$ cat src/rtl/rwsr_ram.sv
// ----------------------------------------------------------------------------
// Row weighted sum reciprocal: generic RAM
// Simple dual-port memory with one write port and a registered read port.
// ----------------------------------------------------------------------------
`default_nettype none

module rwsr_ram #(
  parameter int WIDTH = 16,
  parameter int DEPTH = 64
) (
  input  wire logic                                      clk,
  input  wire logic                                      we,
  input  wire logic [((DEPTH > 1) ? $clog2(DEPTH) : 1)-1:0] waddr,
  input  wire logic [WIDTH-1:0]                          wdata,
  input  wire logic                                      re,
  input  wire logic [((DEPTH > 1) ? $clog2(DEPTH) : 1)-1:0] raddr,
  output logic      [WIDTH-1:0]                          rdata
);

  logic [WIDTH-1:0] mem [DEPTH];

  // Write port and registered read port.
  always_ff @(posedge clk) begin
    if (we) begin
      mem[waddr] <= wdata;
    end
    if (re) begin
      rdata <= mem[raddr];
    end
  end

endmodule

`default_nettype wire

$ cat config.mk
export PLATFORM = sky130hd
export DESIGN_NAME = rwsr_ram
export DESIGN_NICKNAME = d
export VERILOG_FILES = /design/src/rtl/rwsr_ram.sv
export SDC_FILE = /design/constraint.sdc
export NUM_CORES = 1
export LEC_CHECK = 0
export BUFFER_PORTS_ARGS = -buffer_cell sky130_fd_sc_hd__buf_2
export CORE_MARGIN = 5
export CORE_UTILIZATION = 60
export CTS_CLUSTER_SIZE = 8
export DETAILED_ROUTE_END_ITERATION = 6
export GPL_ROUTABILITY_DRIVEN = 0
export MAX_ROUTING_LAYER = met4
export PLACE_DENSITY_LB_ADDON = 0.2
export SYNTH_ARGS = -nofsm -noshare
export SYNTH_HDL_FRONTEND = slang
export SYNTH_SLANG_ARGS = --single-unit
$ cat constraint.sdc
create_clock -name clk -period 2.8 [get_ports clk]
set_input_delay 0.28 -clock clk [delete_from_list [all_inputs] [get_ports clk]]
set_output_delay 0.28 -clock clk [all_outputs]
set_load 0.02 [all_outputs]
==> results.cfg <==
[setup_path]
reg2reg_from = mem[23][15]$_DFFE_PP_
required_ps = 3240
slowest_delay_ps = 500
endpoint = rdata[15]$_DFFE_PP_
crit_arrival_ps = 2720
r2r_slack_ps = 520
cp_slowest_cell = a31oi_1
path_cells = mux4_2 > mux2i_1 > a22oi_1 > a31oi_1 > a311oi_1
end_kind = flop
cp_max_fo = 1
cp-startpoint = mem[23][15]$_DFFE_PP_
r2r_cells = 5
path_class = reg -> reg
start_kind = flop
worstReg2RegEnd = rdata[15]$_DFFE_PP_

[floorplan]
ioPinCount = 47
start_util_pct = 60.2
die_y_microns = 269
die_w_microns = 269
die_area_sq_um = 72300
fp.coreArea_sq_um = 66800
num_rows = 95

[drt]
vias = 20045
post_drt_wl_per_cell_microns = 32.4
drc = 0
wl_microns = 97200
via_per_inst = 6.67
drtAntennaViolNets = 0
drtIter0Drc = 2614
firstDrtPassIters = 7

[final_layout]
post_layout_nonfiller_instances = 3003
final_area_sq_um = 46500
post-route-util_pct = 69.6
drive_gt1_share_pct = 30.8
final_nets = 2145
syn2layout_area_growth_pct = 15.7

[global_routing]
grt_pass1_vias = 20572
grtUsageTotal_pct = 28.6
grt_max_degree = 65
grt_antenna_before_repair = 5
grt_pass1_wl_microns = 142000
grt_overflow = 0

[synth]
syn_nets = 1860
synth_cells = 1829
yosysUniqueCellTypes = 42
synthFlopType = edfxtp_1
yosysTopAreaCellShare_pct = 77.7
synth-seq-cells = 1040
avgSynthCellArea_sq_um = 22.0
synthArstFlopShare_pct = 0
yosysWarnings = 0
yosysTopAreaCell = edfxtp_1
synth-edff-count = 1040
yosysSeqAreaShare_pct = 77.7
yosys-top-cells-area = edfxtp_1, mux4_2, mux2i_1, mux2_2, a22oi_1
syn_area_sq_um = 40200

[power_and_ir_drop]
seqPwrFrac_pct = 50.3
ir_drop_mv = 0.635
p_total_mw = 34.5
intPower_mw = 27.5
power.share.clock_pct = 44.7
pwr-share-comb_pct = 5.1
switchingPower_mw = 7.07
sw_frac_of_total_pct = 20.5
leakagePower_nw = 15.2
power.density_nw_per_um2 = 743

[sta]
rsz0062_at_grt = no
fmax_mhz = 438
skew_ps = 22.4
finalCritPeriodShare_pct = 81.5
slew_headroom_pct = 17.0
finalSetupTns_ps = 0
tightest_slew_ps = 1240
timing.final.crit_period_ps = 2280
setup_violations = 0
finalMaxSlewViolations = 0
hold_violations = 0

[clock_network]
cts_buffers = 147
ctsRootBufferMaster = clkbuf_16
clockBufferDepth = 3
cts_tree = built
cts_sinks = 1040
insertion_delay_ps = 720
htree_levels = 4
clkTransAtPathRegs_ps = 50

[outcome]
status = finished clean

[min_path]
hold_path.class = in -> reg

[placed_design]
hpwl_microns = 58100
dpl.cell_count = 2836
port_buffers = 46
dpl_cell_area_sq_um = 42600

[run]
max_cap_violations = 0
==> state kept, by name, summed over array words and instances, names as in the netlist <==
signal,flops
mem,1024
rdata,16
==> worst max-delay path, delay by kind of cell, from the launching register on <==
kind / cells / cell delay [ps]
AO/OA/AOI/OAI: 3 / 770
flip-flops: 1 / 350
multiplexers: 2 / 910
==> worst min path at each step <==
stage                       startpoint               endpoint  slack (ps)  depth (start not counted)
global placement              wdata[2]   mem[22][2]$_DFFE_PP_         730                          1
CTS                          wdata[13]  mem[26][13]$_DFFE_PP_          20                          1
floorplan                     wdata[0]    mem[0][0]$_DFFE_PP_         380                          0
finish                       wdata[13]  mem[26][13]$_DFFE_PP_          40                          1
detailed placement  rdata[4]$_DFFE_PP_               rdata[4]         750                          1
global route                 wdata[13]  mem[26][13]$_DFFE_PP_          40                          1
==> layer usage <==
| metal | track usage, % | share of wire [%] | up-vias |
|---|---|---|---|
| met5 | - | 0 | - |
| met1 | 39.9 | 39 | 10499 |
| met4 | 8.88 | 3.1 | 0 |
| li1 | - | - | 8219 |
| met3 | 7.00 | 9.7 | 182 |
| met2 | 43.1 | 48 | 1145 |
==> repair_timing <==
action / in CTS / in global routing
endpoints found under the hold margin: 17 / 0
resized for setup: 0 / 0
hold buffers: 2 / 0
buffers inserted: 0 / 0
==> metrics by stage <==
| step | hold slack [ps] | setup slack (ps) |
|---|---|---|
| floorplan | 379 | 485 |
| global placement | 733 | -113 |
| detailed placement | 751 | -96.8 |
| CTS | 19.3 | 558 |
| global route | 43.1 | 414 |
| finish | 37.0 | 517 |
==> power groups by stage <==
stage / registers (mW) / clock network [mW] / logic [mW]
finish: 17.4 / 15.4 / 1.75
global route: 17.3 / 16.4 / 1.84
CTS: 17.4 / 15.6 / 1.75
detailed placement: 17.6 / 0 / 1.73
global placement: 17.6 / 0 / 1.70
floorplan: 17.7 / 0 / 0.893
==> final cells by class <==
type,count,area (sq um)
clock buffer,152,3800
sequential,1040,31200
tap,873,1090
timing repair buffer,240,2000
clock inverter,8,133
multi-input combinational,685,8250
fill,3931,20300
antenna,5,12.5
==> cells in the final DEF (no fill, tap or decap), types with 4 or more instances in the layout <==
cell type,netlist,final
edfxtp_1,1040,1040
mux4_2,220,220
buf_4,13,169
clkbuf_16,0,152
mux2i_1,85,85
nor2_1,72,72
nand2_1,59,59
buf_2,36,43
a22oi_1,39,39
nor2b_1,30,30
mux2_2,27,27
nand3_1,24,24
buf_12,5,23
a21oi_1,17,17
a221oi_1,16,16
nand4_1,12,12
a211o_1,8,8
a31oi_1,8,8
a211oi_1,8,8
a311oi_1,8,8
a22o_1,6,6
a221o_1,6,6
diode_2,0,5
a41oi_1,5,5
o21ai_0,5,5
and4_1,5,5
mux4_1,4,4
clkinv_8,0,4
==> logic make-up after synthesis <==
logic type	share of synthesized area, %
buf+inv	1.82
simple gates	2.64
flops	77.7
mux	15.5
compound gates	2.40
==> cells in the mapped netlist (all sizes together) (8+ instances only) <==
| master | n |
|---|---|
| a211o | 8 |
| nand4 | 12 |
| edfxtp | 1040 |
| mux2 | 27 |
| a31oi | 8 |
| mux4 | 224 |
| nor2b | 30 |
| mux2i | 85 |
| a221oi | 16 |
| a22oi | 39 |
| a311oi | 8 |
| nand2 | 60 |
| a21oi | 17 |
| nand3 | 24 |
| a211oi | 8 |
| clkbuf | 27 |
| nor2 | 74 |
| o21ai | 8 |
| buf | 77 |
(Power assumes the default switching activity.)
